--- src/three_queue_shortest_dispatch_top_defines.svh ---
// assertion macros for the three-queue shortest dispatch block
// used by the controller; expects signals clk and rst_n in scope
`ifndef THREE_QUEUE_SHORTEST_DISPATCH_TOP_DEFINES_SVH
`define THREE_QUEUE_SHORTEST_DISPATCH_TOP_DEFINES_SVH

// checked only while out of reset
`define TQSD_CHECK(lbl, prop, msg) \
  lbl: assert property (@(posedge clk) disable iff (!rst_n) prop) else $error(msg);

// checked on every edge, reset included
`define TQSD_CHECK_ALWAYS(lbl, prop, msg) \
  lbl: assert property (@(posedge clk) prop) else $error(msg);

`endif

--- src/tqsd_pkg.sv ---
// shared widths, codes and types for the three-queue shortest dispatch block
// no dependencies
`timescale 1ns / 1ps

package tqsd_pkg;

  localparam int QUEUE_DEPTH = 16;
  localparam int QUEUE_COUNT = 3;
  localparam int SLOT_COUNT  = QUEUE_COUNT * QUEUE_DEPTH;

  localparam int PTR_W   = $clog2(QUEUE_DEPTH);
  localparam int OCC_W   = $clog2(QUEUE_DEPTH + 1);
  localparam int ADDR_W  = $clog2(SLOT_COUNT);
  localparam int QSEL_W  = 2;
  localparam int LIMIT_W = 5;
  localparam int CMP_W   = (OCC_W > LIMIT_W) ? OCC_W : LIMIT_W;

  localparam int CMD_W    = 2;
  localparam int STATUS_W = 2;
  localparam int ID_W     = 32;
  localparam int COUNT_W  = 16;
  localparam int CENTS_W  = 32;
  localparam int TOTAL_W  = 36;

  localparam int CFG_ADDR_W = 3;
  localparam int CFG_DATA_W = 32;
  localparam int CFG_IDX_W  = CFG_ADDR_W - 2;

  localparam logic [CFG_IDX_W-1:0] CFG_IDX_LIMIT = '0;
  localparam logic [LIMIT_W-1:0]   LIMIT_RESET   = 5'd10;

  localparam logic [CMD_W-1:0] CMD_PUSH  = 2'd0;
  localparam logic [CMD_W-1:0] CMD_AUTO  = 2'd1;
  localparam logic [CMD_W-1:0] CMD_POP   = 2'd2;
  localparam logic [CMD_W-1:0] CMD_TOTAL = 2'd3;

  localparam logic [STATUS_W-1:0] STS_OK      = 2'd0;
  localparam logic [STATUS_W-1:0] STS_FULL    = 2'd1;
  localparam logic [STATUS_W-1:0] STS_EMPTY   = 2'd2;
  localparam logic [STATUS_W-1:0] STS_INVALID = 2'd3;

  localparam logic [QSEL_W-1:0] Q_NONE = 2'd0;

  typedef struct packed {
    logic               wr_en;
    logic [ADDR_W-1:0]  wr_addr;
    logic [CENTS_W-1:0] wr_data;
    logic               rd_en;
    logic [ADDR_W-1:0]  rd_addr;
  } ram_req_t;

endpackage

--- src/three_queue_shortest_dispatch_top.sv ---
// channel    | handshake                  | payload
// cfg (apb)  | psel penable pwrite pready | paddr pwdata prdata
// in         | in_valid / in_stall        | command, queue_select, count, cents
// out        | out_valid / out_stall      | status, queue_used, client_id, total
//
// push and pop go from acceptance to result through the latch, decode and result states.
// total adds a walk between decode and result: the store's single read port feeds
// one value a cycle into the accumulator, the last value lands in the cycle after
// its read, and the walk closes once no read is pending.
// one item at a time; in_stall is high from acceptance until its result is
// moved to the output register, which holds it while out_stall is high.
// synchronous reset empties all queues and zeroes the id counter; no clearing pass.
`timescale 1ns / 1ps

module three_queue_shortest_dispatch_top (
  input  logic                            clk,
  input  logic                            rst_n,
  input  logic                            psel,
  input  logic                            penable,
  input  logic                            pwrite,
  input  logic [tqsd_pkg::CFG_ADDR_W-1:0] paddr,
  input  logic [tqsd_pkg::CFG_DATA_W-1:0] pwdata,
  output logic [tqsd_pkg::CFG_DATA_W-1:0] prdata,
  output logic                            pready,
  input  logic                            in_valid,
  output logic                            in_stall,
  input  logic [tqsd_pkg::CMD_W-1:0]      in_command,
  input  logic [tqsd_pkg::QSEL_W-1:0]     in_queue_select,
  input  logic [tqsd_pkg::COUNT_W-1:0]    in_product_count,
  input  logic [tqsd_pkg::CENTS_W-1:0]    in_purchase_cents,
  output logic                            out_valid,
  input  logic                            out_stall,
  output logic [tqsd_pkg::STATUS_W-1:0]   out_status,
  output logic [tqsd_pkg::QSEL_W-1:0]     out_queue_used,
  output logic [tqsd_pkg::ID_W-1:0]       out_client_id,
  output logic [tqsd_pkg::TOTAL_W-1:0]    out_total_cents
);
  import tqsd_pkg::*;

  // product counts and ids are never read back by any command, so only
  // the cents values are kept in the store
  logic [LIMIT_W-1:0] queue_limit;
  ram_req_t           ram_req;
  logic [CENTS_W-1:0] ram_rd_data;

  tqsd_cfg u_cfg (
    .clk         (clk),
    .rst_n       (rst_n),
    .psel        (psel),
    .penable     (penable),
    .pwrite      (pwrite),
    .paddr       (paddr),
    .pwdata      (pwdata),
    .prdata      (prdata),
    .pready      (pready),
    .queue_limit (queue_limit)
  );

  tqsd_ram u_ram (
    .clk     (clk),
    .req     (ram_req),
    .rd_data (ram_rd_data)
  );

  tqsd_ctrl u_ctrl (
    .clk               (clk),
    .rst_n             (rst_n),
    .queue_limit       (queue_limit),
    .in_valid          (in_valid),
    .in_stall          (in_stall),
    .in_command        (in_command),
    .in_queue_select   (in_queue_select),
    .in_purchase_cents (in_purchase_cents),
    .out_valid         (out_valid),
    .out_stall         (out_stall),
    .out_status        (out_status),
    .out_queue_used    (out_queue_used),
    .out_client_id     (out_client_id),
    .out_total_cents   (out_total_cents),
    .ram_req           (ram_req),
    .ram_rd_data       (ram_rd_data)
  );

endmodule

--- src/tqsd_ram.sv ---
// value store: one ring of slots per queue, one write and one read port
// depends on tqsd_pkg
`timescale 1ns / 1ps

module tqsd_ram (
  input  logic                      clk,
  input  tqsd_pkg::ram_req_t        req,
  output logic [tqsd_pkg::CENTS_W-1:0] rd_data
);
  import tqsd_pkg::*;

  logic [CENTS_W-1:0] mem [SLOT_COUNT];
  logic [CENTS_W-1:0] rd_data_r;

  always_ff @(posedge clk) begin
    if (req.wr_en) begin
      mem[req.wr_addr] <= req.wr_data;
    end
    if (req.rd_en) begin
      rd_data_r <= mem[req.rd_addr];
    end
  end

  assign rd_data = rd_data_r;

endmodule

--- src/tqsd_cfg.sv ---
// apb register file holding the queue limit
// depends on tqsd_pkg
`timescale 1ns / 1ps

module tqsd_cfg (
  input  logic                           clk,
  input  logic                           rst_n,
  input  logic                           psel,
  input  logic                           penable,
  input  logic                           pwrite,
  input  logic [tqsd_pkg::CFG_ADDR_W-1:0] paddr,
  input  logic [tqsd_pkg::CFG_DATA_W-1:0] pwdata,
  output logic [tqsd_pkg::CFG_DATA_W-1:0] prdata,
  output logic                           pready,
  output logic [tqsd_pkg::LIMIT_W-1:0]   queue_limit
);
  import tqsd_pkg::*;

  logic [LIMIT_W-1:0]   queue_limit_r;
  logic [CFG_IDX_W-1:0] reg_idx;
  logic                 wr_limit;

  assign reg_idx  = paddr[CFG_ADDR_W-1:2];
  assign pready   = 1'b1;
  assign wr_limit = psel & penable & pwrite & pready & (reg_idx == CFG_IDX_LIMIT);

  always_ff @(posedge clk) begin
    if (!rst_n) begin
      queue_limit_r <= LIMIT_RESET;
    end else if (wr_limit) begin
      queue_limit_r <= pwdata[LIMIT_W-1:0];
    end
  end

  always_comb begin
    prdata = '0;
    if (reg_idx == CFG_IDX_LIMIT) begin
      prdata = CFG_DATA_W'(queue_limit_r);
    end
  end

  assign queue_limit = queue_limit_r;

endmodule

--- src/tqsd_ctrl.sv ---
// command sequencer: queue pointers, occupancies, id counter and the
// accumulator that walks a queue through the value store; depends on tqsd_pkg
`timescale 1ns / 1ps
`include "three_queue_shortest_dispatch_top_defines.svh"

module tqsd_ctrl (
  input  logic                            clk,
  input  logic                            rst_n,
  input  logic [tqsd_pkg::LIMIT_W-1:0]    queue_limit,
  input  logic                            in_valid,
  output logic                            in_stall,
  input  logic [tqsd_pkg::CMD_W-1:0]      in_command,
  input  logic [tqsd_pkg::QSEL_W-1:0]     in_queue_select,
  input  logic [tqsd_pkg::CENTS_W-1:0]    in_purchase_cents,
  output logic                            out_valid,
  input  logic                            out_stall,
  output logic [tqsd_pkg::STATUS_W-1:0]   out_status,
  output logic [tqsd_pkg::QSEL_W-1:0]     out_queue_used,
  output logic [tqsd_pkg::ID_W-1:0]       out_client_id,
  output logic [tqsd_pkg::TOTAL_W-1:0]    out_total_cents,
  output tqsd_pkg::ram_req_t              ram_req,
  input  logic [tqsd_pkg::CENTS_W-1:0]    ram_rd_data
);
  import tqsd_pkg::*;

  localparam logic [1:0] ST_IDLE   = 2'd0;
  localparam logic [1:0] ST_DECODE = 2'd1;
  localparam logic [1:0] ST_SUM    = 2'd2;
  localparam logic [1:0] ST_RESULT = 2'd3;

  function automatic logic [PTR_W-1:0] ring_add(input logic [PTR_W-1:0] ptr,
                                                input logic [OCC_W-1:0] offs);
    logic [OCC_W:0] s;
    s = (OCC_W+1)'(ptr) + (OCC_W+1)'(offs);
    if (s >= (OCC_W+1)'(QUEUE_DEPTH)) begin
      s = s - (OCC_W+1)'(QUEUE_DEPTH);
    end
    return s[PTR_W-1:0];
  endfunction

  function automatic logic [PTR_W-1:0] ring_inc(input logic [PTR_W-1:0] ptr);
    return (ptr == PTR_W'(QUEUE_DEPTH - 1)) ? '0 : ptr + PTR_W'(1);
  endfunction

  function automatic logic [ADDR_W-1:0] slot_addr(input logic [QSEL_W-1:0] q,
                                                  input logic [PTR_W-1:0] ptr);
    logic [ADDR_W-1:0] base;
    case (q)
      2'd0:    base = '0;
      2'd1:    base = ADDR_W'(QUEUE_DEPTH);
      default: base = ADDR_W'(2 * QUEUE_DEPTH);
    endcase
    return base + ADDR_W'(ptr);
  endfunction

  logic [1:0]          state_r, state_nxt;
  logic [CMD_W-1:0]    cmd_r, cmd_nxt;
  logic [QSEL_W-1:0]   sel_r, sel_nxt;
  logic [CENTS_W-1:0]  cents_r, cents_nxt;
  logic [OCC_W-1:0]    occ_r [QUEUE_COUNT];
  logic [OCC_W-1:0]    occ_nxt [QUEUE_COUNT];
  logic [PTR_W-1:0]    head_r [QUEUE_COUNT];
  logic [PTR_W-1:0]    head_nxt [QUEUE_COUNT];
  logic [ID_W-1:0]     next_id_r, next_id_nxt;

  logic [QSEL_W-1:0]   sum_q_r, sum_q_nxt;
  logic [PTR_W-1:0]    rd_ptr_r, rd_ptr_nxt;
  logic [OCC_W-1:0]    left_r, left_nxt;
  logic                pend_r, pend_nxt;
  logic [TOTAL_W-1:0]  acc_r, acc_nxt;

  logic [STATUS_W-1:0] res_status_r, res_status_nxt;
  logic [QSEL_W-1:0]   res_used_r, res_used_nxt;
  logic [ID_W-1:0]     res_id_r, res_id_nxt;

  logic                out_valid_r, out_valid_nxt;
  logic [STATUS_W-1:0] out_status_r, out_status_nxt;
  logic [QSEL_W-1:0]   out_used_r, out_used_nxt;
  logic [ID_W-1:0]     out_id_r, out_id_nxt;
  logic [TOTAL_W-1:0]  out_total_r, out_total_nxt;

  logic [QSEL_W-1:0]   auto_q, dec_q;
  logic [OCC_W-1:0]    occ_q;
  logic [CMP_W-1:0]    lim_ext, eff_limit;
  logic                sel_invalid, is_push, q_full;

  // queue choice and checks, all from the latched command
  always_comb begin
    if (occ_r[0] <= occ_r[1] && occ_r[0] <= occ_r[2]) begin
      auto_q = 2'd0;
    end else if (occ_r[1] <= occ_r[0] && occ_r[1] <= occ_r[2]) begin
      auto_q = 2'd1;
    end else begin
      auto_q = 2'd2;
    end
    sel_invalid = (cmd_r != CMD_AUTO) && (sel_r == Q_NONE);
    is_push     = (cmd_r == CMD_PUSH) || (cmd_r == CMD_AUTO);
    if (cmd_r == CMD_AUTO) begin
      dec_q = auto_q;
    end else if (sel_invalid) begin
      dec_q = '0;
    end else begin
      dec_q = sel_r - QSEL_W'(1);
    end
    occ_q     = occ_r[dec_q];
    lim_ext   = CMP_W'(queue_limit);
    eff_limit = (lim_ext > CMP_W'(QUEUE_DEPTH)) ? CMP_W'(QUEUE_DEPTH) : lim_ext;
    q_full    = CMP_W'(occ_q) >= eff_limit;
  end

  always_comb begin
    state_nxt      = state_r;
    cmd_nxt        = cmd_r;
    sel_nxt        = sel_r;
    cents_nxt      = cents_r;
    occ_nxt        = occ_r;
    head_nxt       = head_r;
    next_id_nxt    = next_id_r;
    sum_q_nxt      = sum_q_r;
    rd_ptr_nxt     = rd_ptr_r;
    left_nxt       = left_r;
    pend_nxt       = pend_r;
    acc_nxt        = acc_r;
    res_status_nxt = res_status_r;
    res_used_nxt   = res_used_r;
    res_id_nxt     = res_id_r;
    out_valid_nxt  = out_valid_r && out_stall;
    out_status_nxt = out_status_r;
    out_used_nxt   = out_used_r;
    out_id_nxt     = out_id_r;
    out_total_nxt  = out_total_r;
    ram_req        = '0;

    case (state_r)
      ST_IDLE: begin
        if (in_valid) begin
          cmd_nxt   = in_command;
          sel_nxt   = in_queue_select;
          cents_nxt = in_purchase_cents;
          state_nxt = ST_DECODE;
        end
      end

      ST_DECODE: begin
        res_id_nxt     = '0;
        acc_nxt        = '0;
        res_status_nxt = STS_OK;
        res_used_nxt   = dec_q + QSEL_W'(1);
        state_nxt      = ST_RESULT;
        if (sel_invalid) begin
          res_status_nxt = STS_INVALID;
          res_used_nxt   = Q_NONE;
        end else if (is_push) begin
          if (q_full) begin
            res_status_nxt = STS_FULL;
          end else begin
            ram_req.wr_en   = 1'b1;
            ram_req.wr_addr = slot_addr(dec_q, ring_add(head_r[dec_q], occ_q));
            ram_req.wr_data = cents_r;
            occ_nxt[dec_q]  = occ_q + OCC_W'(1);
            res_id_nxt      = next_id_r;
            next_id_nxt     = next_id_r + ID_W'(1);
          end
        end else if (cmd_r == CMD_POP) begin
          if (occ_q == '0) begin
            res_status_nxt = STS_EMPTY;
          end else begin
            head_nxt[dec_q] = ring_inc(head_r[dec_q]);
            occ_nxt[dec_q]  = occ_q - OCC_W'(1);
          end
        end else begin
          sum_q_nxt  = dec_q;
          rd_ptr_nxt = head_r[dec_q];
          left_nxt   = occ_q;
          pend_nxt   = 1'b0;
          state_nxt  = ST_SUM;
        end
      end

      // one read issued and one value added per cycle, read data arriving in the cycle after its read
      ST_SUM: begin
        pend_nxt = 1'b0;
        if (left_r != '0) begin
          ram_req.rd_en   = 1'b1;
          ram_req.rd_addr = slot_addr(sum_q_r, rd_ptr_r);
          rd_ptr_nxt      = ring_inc(rd_ptr_r);
          left_nxt        = left_r - OCC_W'(1);
          pend_nxt        = 1'b1;
        end
        if (pend_r) begin
          acc_nxt = acc_r + TOTAL_W'(ram_rd_data);
        end
        if (left_r == '0 && !pend_r) begin
          state_nxt = ST_RESULT;
        end
      end

      ST_RESULT: begin
        if (!out_valid_r || !out_stall) begin
          out_valid_nxt  = 1'b1;
          out_status_nxt = res_status_r;
          out_used_nxt   = res_used_r;
          out_id_nxt     = res_id_r;
          out_total_nxt  = acc_r;
          state_nxt      = ST_IDLE;
        end
      end

      default: begin
        state_nxt = ST_IDLE;
      end
    endcase
  end

  always_ff @(posedge clk) begin
    if (!rst_n) begin
      state_r     <= ST_IDLE;
      occ_r       <= '{default: '0};
      head_r      <= '{default: '0};
      next_id_r   <= '0;
      pend_r      <= 1'b0;
      left_r      <= '0;
      out_valid_r <= 1'b0;
    end else begin
      state_r     <= state_nxt;
      occ_r       <= occ_nxt;
      head_r      <= head_nxt;
      next_id_r   <= next_id_nxt;
      pend_r      <= pend_nxt;
      left_r      <= left_nxt;
      out_valid_r <= out_valid_nxt;
    end
  end

  always_ff @(posedge clk) begin
    cmd_r        <= cmd_nxt;
    sel_r        <= sel_nxt;
    cents_r      <= cents_nxt;
    sum_q_r      <= sum_q_nxt;
    rd_ptr_r     <= rd_ptr_nxt;
    acc_r        <= acc_nxt;
    res_status_r <= res_status_nxt;
    res_used_r   <= res_used_nxt;
    res_id_r     <= res_id_nxt;
    out_status_r <= out_status_nxt;
    out_used_r   <= out_used_nxt;
    out_id_r     <= out_id_nxt;
    out_total_r  <= out_total_nxt;
  end

  assign in_stall        = (state_r != ST_IDLE);
  assign out_valid       = out_valid_r;
  assign out_status      = out_status_r;
  assign out_queue_used  = out_used_r;
  assign out_client_id   = out_id_r;
  assign out_total_cents = out_total_r;

  `TQSD_CHECK(a_occ_bound, (occ_r[0] <= OCC_W'(QUEUE_DEPTH)) && (occ_r[1] <= OCC_W'(QUEUE_DEPTH)) && (occ_r[2] <= OCC_W'(QUEUE_DEPTH)), "queue occupancy above depth")
  `TQSD_CHECK(a_id_step, ram_req.wr_en |=> next_id_r == $past(next_id_r) + ID_W'(1), "id counter did not advance on a stored push")
  `TQSD_CHECK(a_one_port_op, !(ram_req.wr_en && ram_req.rd_en), "store written and read in one cycle")
  `TQSD_CHECK(a_total_ok, (out_valid_r && (out_total_r != '0)) |-> out_status_r == STS_OK, "nonzero total with a failing status")
  `TQSD_CHECK_ALWAYS(a_reset_idle, !rst_n |=> (state_r == ST_IDLE) && !out_valid_r, "not idle after reset")

endmodule

--- config.mk ---
export PLATFORM = sky130hd
export DESIGN_NAME = three_queue_shortest_dispatch_top
export DESIGN_NICKNAME = d
export VERILOG_FILES = /design/src/tqsd_pkg.sv /design/src/three_queue_shortest_dispatch_top.sv /design/src/tqsd_ram.sv /design/src/tqsd_cfg.sv /design/src/tqsd_ctrl.sv
export VERILOG_INCLUDE_DIRS = /design/src /design/src/src
export SDC_FILE = /design/constraint.sdc
export NUM_CORES = 2
export LEC_CHECK = 0
export BUFFER_PORTS_ARGS = -buffer_cell sky130_fd_sc_hd__buf_4
export CAP_MARGIN = 15
export CORE_MARGIN = 2
export CORE_UTILIZATION = 50
export CTS_BUF_LIST = sky130_fd_sc_hd__clkbuf_4 sky130_fd_sc_hd__clkbuf_8
export DETAILED_ROUTE_END_ITERATION = 8
export PLACE_DENSITY = 0.68
export RECOVER_POWER = 100
export SETUP_SLACK_MARGIN = 0.3
export SYNTH_ARGS = -nofsm -noshare
export SYNTH_HDL_FRONTEND = slang
export SYNTH_SLANG_ARGS = --single-unit
--- constraint.sdc ---
create_clock -name clk -period 9.2 [get_ports clk]
set_input_delay 0.46 -clock clk [delete_from_list [all_inputs] [get_ports clk]]
set_output_delay 0.46 -clock clk [all_outputs]
set_load 0.02 [all_outputs]
======== Word level (Yosys, flattened, before mapping) ========
Memory sizes are Yosys's and may differ from the RTL's. A register that Yosys moved wholly into a read port is not among the register bits.
Cells that the tools add are included.
storage, ports and cells
  flip-flop bits (word level) ............. 259
  memory bits (writable) .................. 1536
  input bits .............................. 94
  output and inout bits ................... 107
  word-level logic and storage cells ...... 187
  memories ................................ 1
operators by class
  add/sub/neg operators ................... 13
  $lt $le $gt $ge ......................... 9
  equality and inequality tests ........... 20
  mux-type cells .......................... 76
  bitwise logic cells ..................... 10
  reductions and logical operators ........ 33
memories
  memory     depth  bits a word  rd ports  clocked after memory_dff  wr ports  line            RTL
  u_ram.mem  48     32           1         1                         1         tqsd_ram.sv:12  logic [CENTS_W-1:0] mem [SLOT_COUNT];
operator list
  operator               number
  $mux 39                4
  $pmux 36 s2            1
  $mux 15                4
  $mux 4                 14
  $mux 5                 9
  $add 36x32->36         1
  $mux 36                1
  $mux 6                 6
  $add 32x1->32 const B  1
  $bwmux 15              2
  $mux 2                 12
  $pmux 6 s2             2
  $le 5x5->1             4
  $reduce_and 5->1       3
  $mux 7                 2
  $add 6x4->6            2
  $bwmux 12              1
  $ne 2x1->1 const B     6
  $reduce_and 4->1       3
  $bmux 5 s2             1
  $demux 5 s2            1
  $logic_not 2->1        5
  $logic_not 5->1        2
  $mux 1                 10
  33 further kinds       64

======== Logic depth before layout (Yosys ltp) ========
  depth after elaboration ................. 23
  depth in mapped cells ................... 23
  mapped depth without buffers ............ 20

======== Hierarchy ========
From an unflattened synthesis, not the netlist that was laid out.
second synthesis, totals
  cell total of the unflattened synthesis .. 4016
  area, all modules ....................... 73300.3 um^2
modules (own cells, without submodules)
  module     instances  cells each  area an instance (um^2)  sequential area each (um^2)
  tqsd_ram   1          2909        60463.0                  47085.2
  tqsd_ctrl  1          1049        12353.1                  6946.7
  tqsd_cfg   1          58          484.2                    100.1

======== Worst setup path after synthesis ========
OpenSTA, ideal clock, no wires.
  kind .................................... reg2reg
  start ................................... register u_ctrl.state_r[1]
  end ..................................... register u_ctrl.out_id_r[0], in the netlist u_ctrl.out_client_id[0], enable pin
  setup time .............................. 0.612 ns
  arrival time ............................ 5.794 ns
  data required time ...................... 8.588 ns
  slack ................................... 2.794 ns
  cell stages (with the launch flop) ...... 3
  buffers on the path ..................... 0
  clock period less this slack ............ 6.406 ns
  path through ............................ dfxtp_1 ha_1 a21boi_0
on the way
  word-level cells in the longest chain between the ends .. 2
ends and longest elaborated chain
  what                        line              RTL
  from (decl)                 tqsd_ctrl.sv:56   logic [1:0] state_r, state_nxt;
  from (signal assigned)      tqsd_ctrl.sv:225  state_r <= state_nxt;
  $eq 2x2->1                  tqsd_ctrl.sv:134  case (state_r)
  $reduce_and 2->1 (no line)  --
  to (signal assigned)        tqsd_ctrl.sv:247  out_id_r <= out_id_nxt;
  to (decl)                   tqsd_ctrl.sv:79   logic [ID_W-1:0] out_id_r, out_id_nxt;
Every way passes these cells.
A chain may end at the register's enable or synchronous reset.

======== Worst setup path in the final report ========
  start ................................... register u_ctrl.occ_r[12] (netlist bit)
  end ..................................... memory u_ram.mem[35][18], enable pin
on the way
  word-level cells in the longest chain between the ends .. 21
  elaborated cells between the ends (all ways) .. 38
  classes of those cells .................. add/sub (3); order compare (5); eq/ne (1); mux (25); bitwise (1); reduce/logical (3)
ends and longest elaborated chain
  what                                             line                                RTL
  from (decl)                                      tqsd_ctrl.sv:60                     logic [OCC_W-1:0] occ_r [QUEUE_COUNT];
  from (signal assigned)                           tqsd_ctrl.sv:226                    occ_r <= occ_nxt;
  $le 5x5->1                                       tqsd_ctrl.sv:91                     end else if (occ_r[1] <= occ_r[0] && occ_r[1] <= occ_r[2]) begin
  $logic_and 1x1->1                                tqsd_ctrl.sv:91
  $mux 2                                           tqsd_ctrl.sv:91
  $mux 2 *                                         tqsd_ctrl.sv:89                     if (occ_r[0] <= occ_r[1] && occ_r[0] <= occ_r[2]) begin
  $mux 2 *                                         tqsd_ctrl.sv:98                     if (cmd_r == CMD_AUTO) begin
  named net u_ctrl.dec_q[1]                        tqsd_ctrl.sv:82                     logic [QSEL_W-1:0] auto_q, dec_q;
  $not 2->3 (implied by the code)                  tqsd_ctrl.sv:105, tqsd_ctrl.sv:158
  $bmux 4 s2 / $bmux 5 s2 (equally long branches)  tqsd_ctrl.sv:158, tqsd_ctrl.sv:105
  (+6 left out)                                    --
  $mux 4                                           tqsd_ctrl.sv:153                    end else if (is_push) begin
  $mux 4                                           tqsd_ctrl.sv:150                    if (sel_invalid) begin
  $mux 4                                           tqsd_ctrl.sv:134
  $add 6x4->6                                      tqsd_ctrl.sv:53                     return base + ADDR_W'(ptr);
  $mux 39 *                                        tqsd_ctrl.sv:154                    if (q_full) begin
  $mux 39 *                                        tqsd_ctrl.sv:153
  $mux 39 *                                        tqsd_ctrl.sv:150
  $mux 39 *                                        tqsd_ctrl.sv:134
  to (decl)                                        tqsd_ram.sv:12
The timed path passes the listed nets; every way through them passes the cells marked *. The select of a mux whose other input is x is not followed.

==> results.md <==
* Critical Path Start Type: register
* Slew HR at -1.42
* Setup WS pre-CTS at 1.92 ns
* MaxCap Viol Count at 16
* Initial antenna violation count at 5
* Final Util at 0.566
* Clk_lat worst skew at 0.99 ns
* Gate power share at 0.243
* Tot Pwr at 22.2 mW
* Die width at 385 um
* Post-synthesis sequential area ratio at 0.745
* Area growth syn-to-layout at 12.2%
* Number of port buffers at 127
* Int Pwr at 15.3 mW
* Slowest cell on the critical path: a221oi_1
* DR WL/cell at 26.9 um
* Switch Pwr at 6.92 mW
* Initial Util at 0.505
* Final period utilization at 0.870
* Finish-stage setup viols at 0
* Slowest stage delay, CP at 1.06 ns
* First-pass iteration count of the detailed router at 8
* Seq pwr share at 0.460
* Fmax at 0.125 GHz
* Hold worst-path end: u_cfg.queue_limit[0]
* Skew final at 0.0442 ns
* Worst EP arrival at 8.61 ns
* Setup TNS at 0 ns
* Die ar. at 148,000 sq um
* IO Count at 201
* Post-DP HPWL at 101,000 um
* Fillers at 10,900
* Via density per instance at 6.15
* Post-synth top flop: edfxtp_1
* Fin. max-slew vios at 759
* Fin cells at 6,574
* Setup ws final at 1.20 ns
* Nets at 4,649
* Critical R2R Launch: u_ctrl.occ_r[12]
* Post-route cell area at 81,500 sq um
* CTS tree: built
* Synth unique cells at 93
* CP Max Fanout at 26
* Root buffer cell: clkbuf_8
* Placed cell areas at 76,000 sq um
* Violated checks: capacitance limit, slew limit
* Routed Antenna Nets at 0
* Total CTS buffers at 301
* Maximum VDD drop at 0.149 mV
* Final critical-path required period at 8.00 ns
* Remaining global-route overflow at 0
* Total Wirelength at 177,000 um
* Hold Startpoint: pwrite
* Clk pwr share at 0.297
* H-tree depth at 5
* Slew @ Worst Pin at 3.64 ns
* Worst EP required at 9.81 ns
* Ys async rst share at 0
* Clock transition at the registers of the reported paths at 0.06 ns
* Max clock buf depth at 4
* Crit-path cells: inv_1 > ha_1 > a211o_1 > a221oi_4 > a21oi_2 > a221oi_1 > a211oi_1 > nor2_1 > inv_1 > ha_1 > nand2b_1 > a21o_1 > a21o_1 > a21oi_1 > o2111ai_1 > buf_4 > nor4_1 > o21ai_4 > nor2_4 > clkbuf_1
* Final Hold Vio Count at 0
* Routability cong. at 0.870
* Fraction of layout cells with a size suffix above 1 at 0.194
* Hold Path Stages at 4
* Pwr Density at 273 nW/um^2
* Final hold slack at 0.137 ns
* CP endpoint kind: register
* Register bit count reported by yosys at 1,827
* R2r endpoint: u_ram.mem[35][18]
* Synth Instances at 4,170
* Core area at 144,000 sq um
* Row count at 139
* RSZ-0062 raised after global routing: false
* Outcome: complete, but fails checks
* Syn avg cell area at 17.4 sq um
* Synthesized area at 72,700 sq um
* Critical path class: register to register
* Starting DRT DRC Count at 4,419
* GR Util All Layers at 0.235
* Routed via count at 40,500
* Reg2reg setup slack at 1.20 ns
* Worst hold path type: primary input to register
* Largest net degree at the start of global routing at 144
* EDFF count, synth at 1,754
* Ys Warns at 0
* Clock sinks at 1,827
* Leakage Power at 26.9 nW
* First-pass GRT wire length at 257,000 um
* R2R depth at 20
* DP Cell Count at 6,030
* Switching share of total power at 0.311
* # DRC at 0
* Postcts setup bufs at 0
* Chip height at 385 um
* Vias in the first global route at 39,800
state kept, by name, indices dropped and copies added, names as in the netlist, 32 cells and up, named ones only:
| register | count |
|---|---|
| u_ctrl.out_client_id | 32 |
| u_ram.mem | 1536 |
| u_ctrl.next_id_r | 32 |
| u_ram.rd_data | 32 |
| u_ctrl.acc_r | 36 |
| u_ctrl.cents_r | 32 |
| u_ctrl.res_id_r | 32 |
| u_ctrl.out_total_cents | 36 |
worst max-delay path: cells and delay by family, from the launching register on:
family,cells,cell delay (ns)
fa+ha+maj,2,0.61
simple gates,4,2.18
buf+inv,4,1.13
compound gates,10,3.33
flops,1,0.35
power by group through the flow:
| stage | sequential [mW] | clock (mW) | combinational, mW |
|---|---|---|---|
| after floorplan | 10.3 | 0 | 3.54 |
| after global placement | 10.3 | 0 | 5.35 |
| after detailed placement | 10.4 | 0 | 5.44 |
| after CTS | 10.2 | 6.74 | 5.47 |
| after global routing | 10.3 | 7.09 | 5.80 |
| final | 10.2 | 6.61 | 5.40 |
synthesized netlist by cell type, drive strengths merged (10+ instances only):
cell	count	area share
a211oi	110	0.011
a21o	22	0.0023
a21oi	165	0.012
a311oi	65	0.0078
and2	68	0.0059
and3	68	0.0059
buf	99	0.0077
clkbuf	190	0.0098
dfxtp	73	0.020
edfxtp	1754	0.72
ha	70	0.012
inv	61	0.0032
mux2i	48	0.0068
mux4	256	0.079
nand2	192	0.0099
nand3	39	0.0029
nand4	11	0.00095
nor2	189	0.0099
nor2b	10	0.00086
nor3	41	0.0028
nor4	14	0.0013
o211ai	11	0.0012
o21a	10	0.0011
o21ai	173	0.012
o221ai	128	0.015
o22ai	135	0.012
xnor2	40	0.0048
xor2	18	0.0022
worst max path at each step:
| stage | from | endpoint | slack, ns | cells past startpoint |
|---|---|---|---|---|
| after global placement | u_ctrl.occ_r[12] | u_ram.mem[31][19] | 1.99 | 19 |
| after floorplan | u_ctrl.state_r[1] | u_ctrl.out_client_id[0] | 2.79 | 2 |
| after global routing | u_ctrl.cmd_r[1] | u_ram.mem[23][7] | 0.76 | 17 |
| after detailed placement | u_ctrl.occ_r[2] | u_ram.mem[31][19] | 1.92 | 19 |
| after CTS | u_ctrl.occ_r[2] | u_ram.mem[31][31] | 1.88 | 19 |
| final | u_ctrl.occ_r[12] | u_ram.mem[35][18] | 1.20 | 20 |
what timing repair did:
action,in CTS,in global routing
hold buffers,46,0
resized for setup,0,0
hold endpoints to repair,51,0
logic make-up after synthesis:
group	Yosys count	share of synthesized area
simple gates	670	0.0443
flops	1827	0.745
xor+xnor	60	0.00766
compound gates	881	0.0829
fa+ha+maj	72	0.0126
other cells	2	0.000103
mux	307	0.0867
buf+inv	351	0.0207
cells in the final DEF (no fill, tap or decap), drive strengths merged, types with 41 or more instances in the layout:
master / count
a211oi: 110
a21oi: 165
a311oi: 65
and2: 68
and3: 68
buf: 82
clkbuf: 560
clkinv: 67
dfxtp: 73
dlygate4sd3: 46
edfxtp: 1754
ha: 70
inv: 60
mux2i: 48
mux4: 256
nand2: 192
nor2: 189
nor3: 41
o21ai: 173
o221ai: 128
o22ai: 135
per-layer routing:
layer  global-route usage  share of wire  wire length, um  vias to the layer above
li1                     -              -                -                    17500
met1                0.322           0.40            71000                    20800
met2                0.379           0.49            86000                     1818
met3               0.0471          0.081            14400                      342
met4               0.0831          0.030             5300                        4
met5                    0        0.00014               24                        -
cell type report:
| class | instances | area, sq um | share of cell area |
|---|---|---|---|
| Clock buffer | 415 | 5050 | 0.0619 |
| Inverter | 62 | 235 | 0.00289 |
| Clock inverter | 74 | 392 | 0.00480 |
| Timing Repair Buffer | 273 | 1900 | 0.0233 |
| Tap cell | 1903 | 2380 | 0.0292 |
| Antenna cell | 2 | 5.00 | 0.0000614 |
| Sequential cell | 1827 | 54100 | 0.664 |
| Multi-Input combinational cell | 2018 | 17400 | 0.214 |
(Power assumes the default switching activity.)
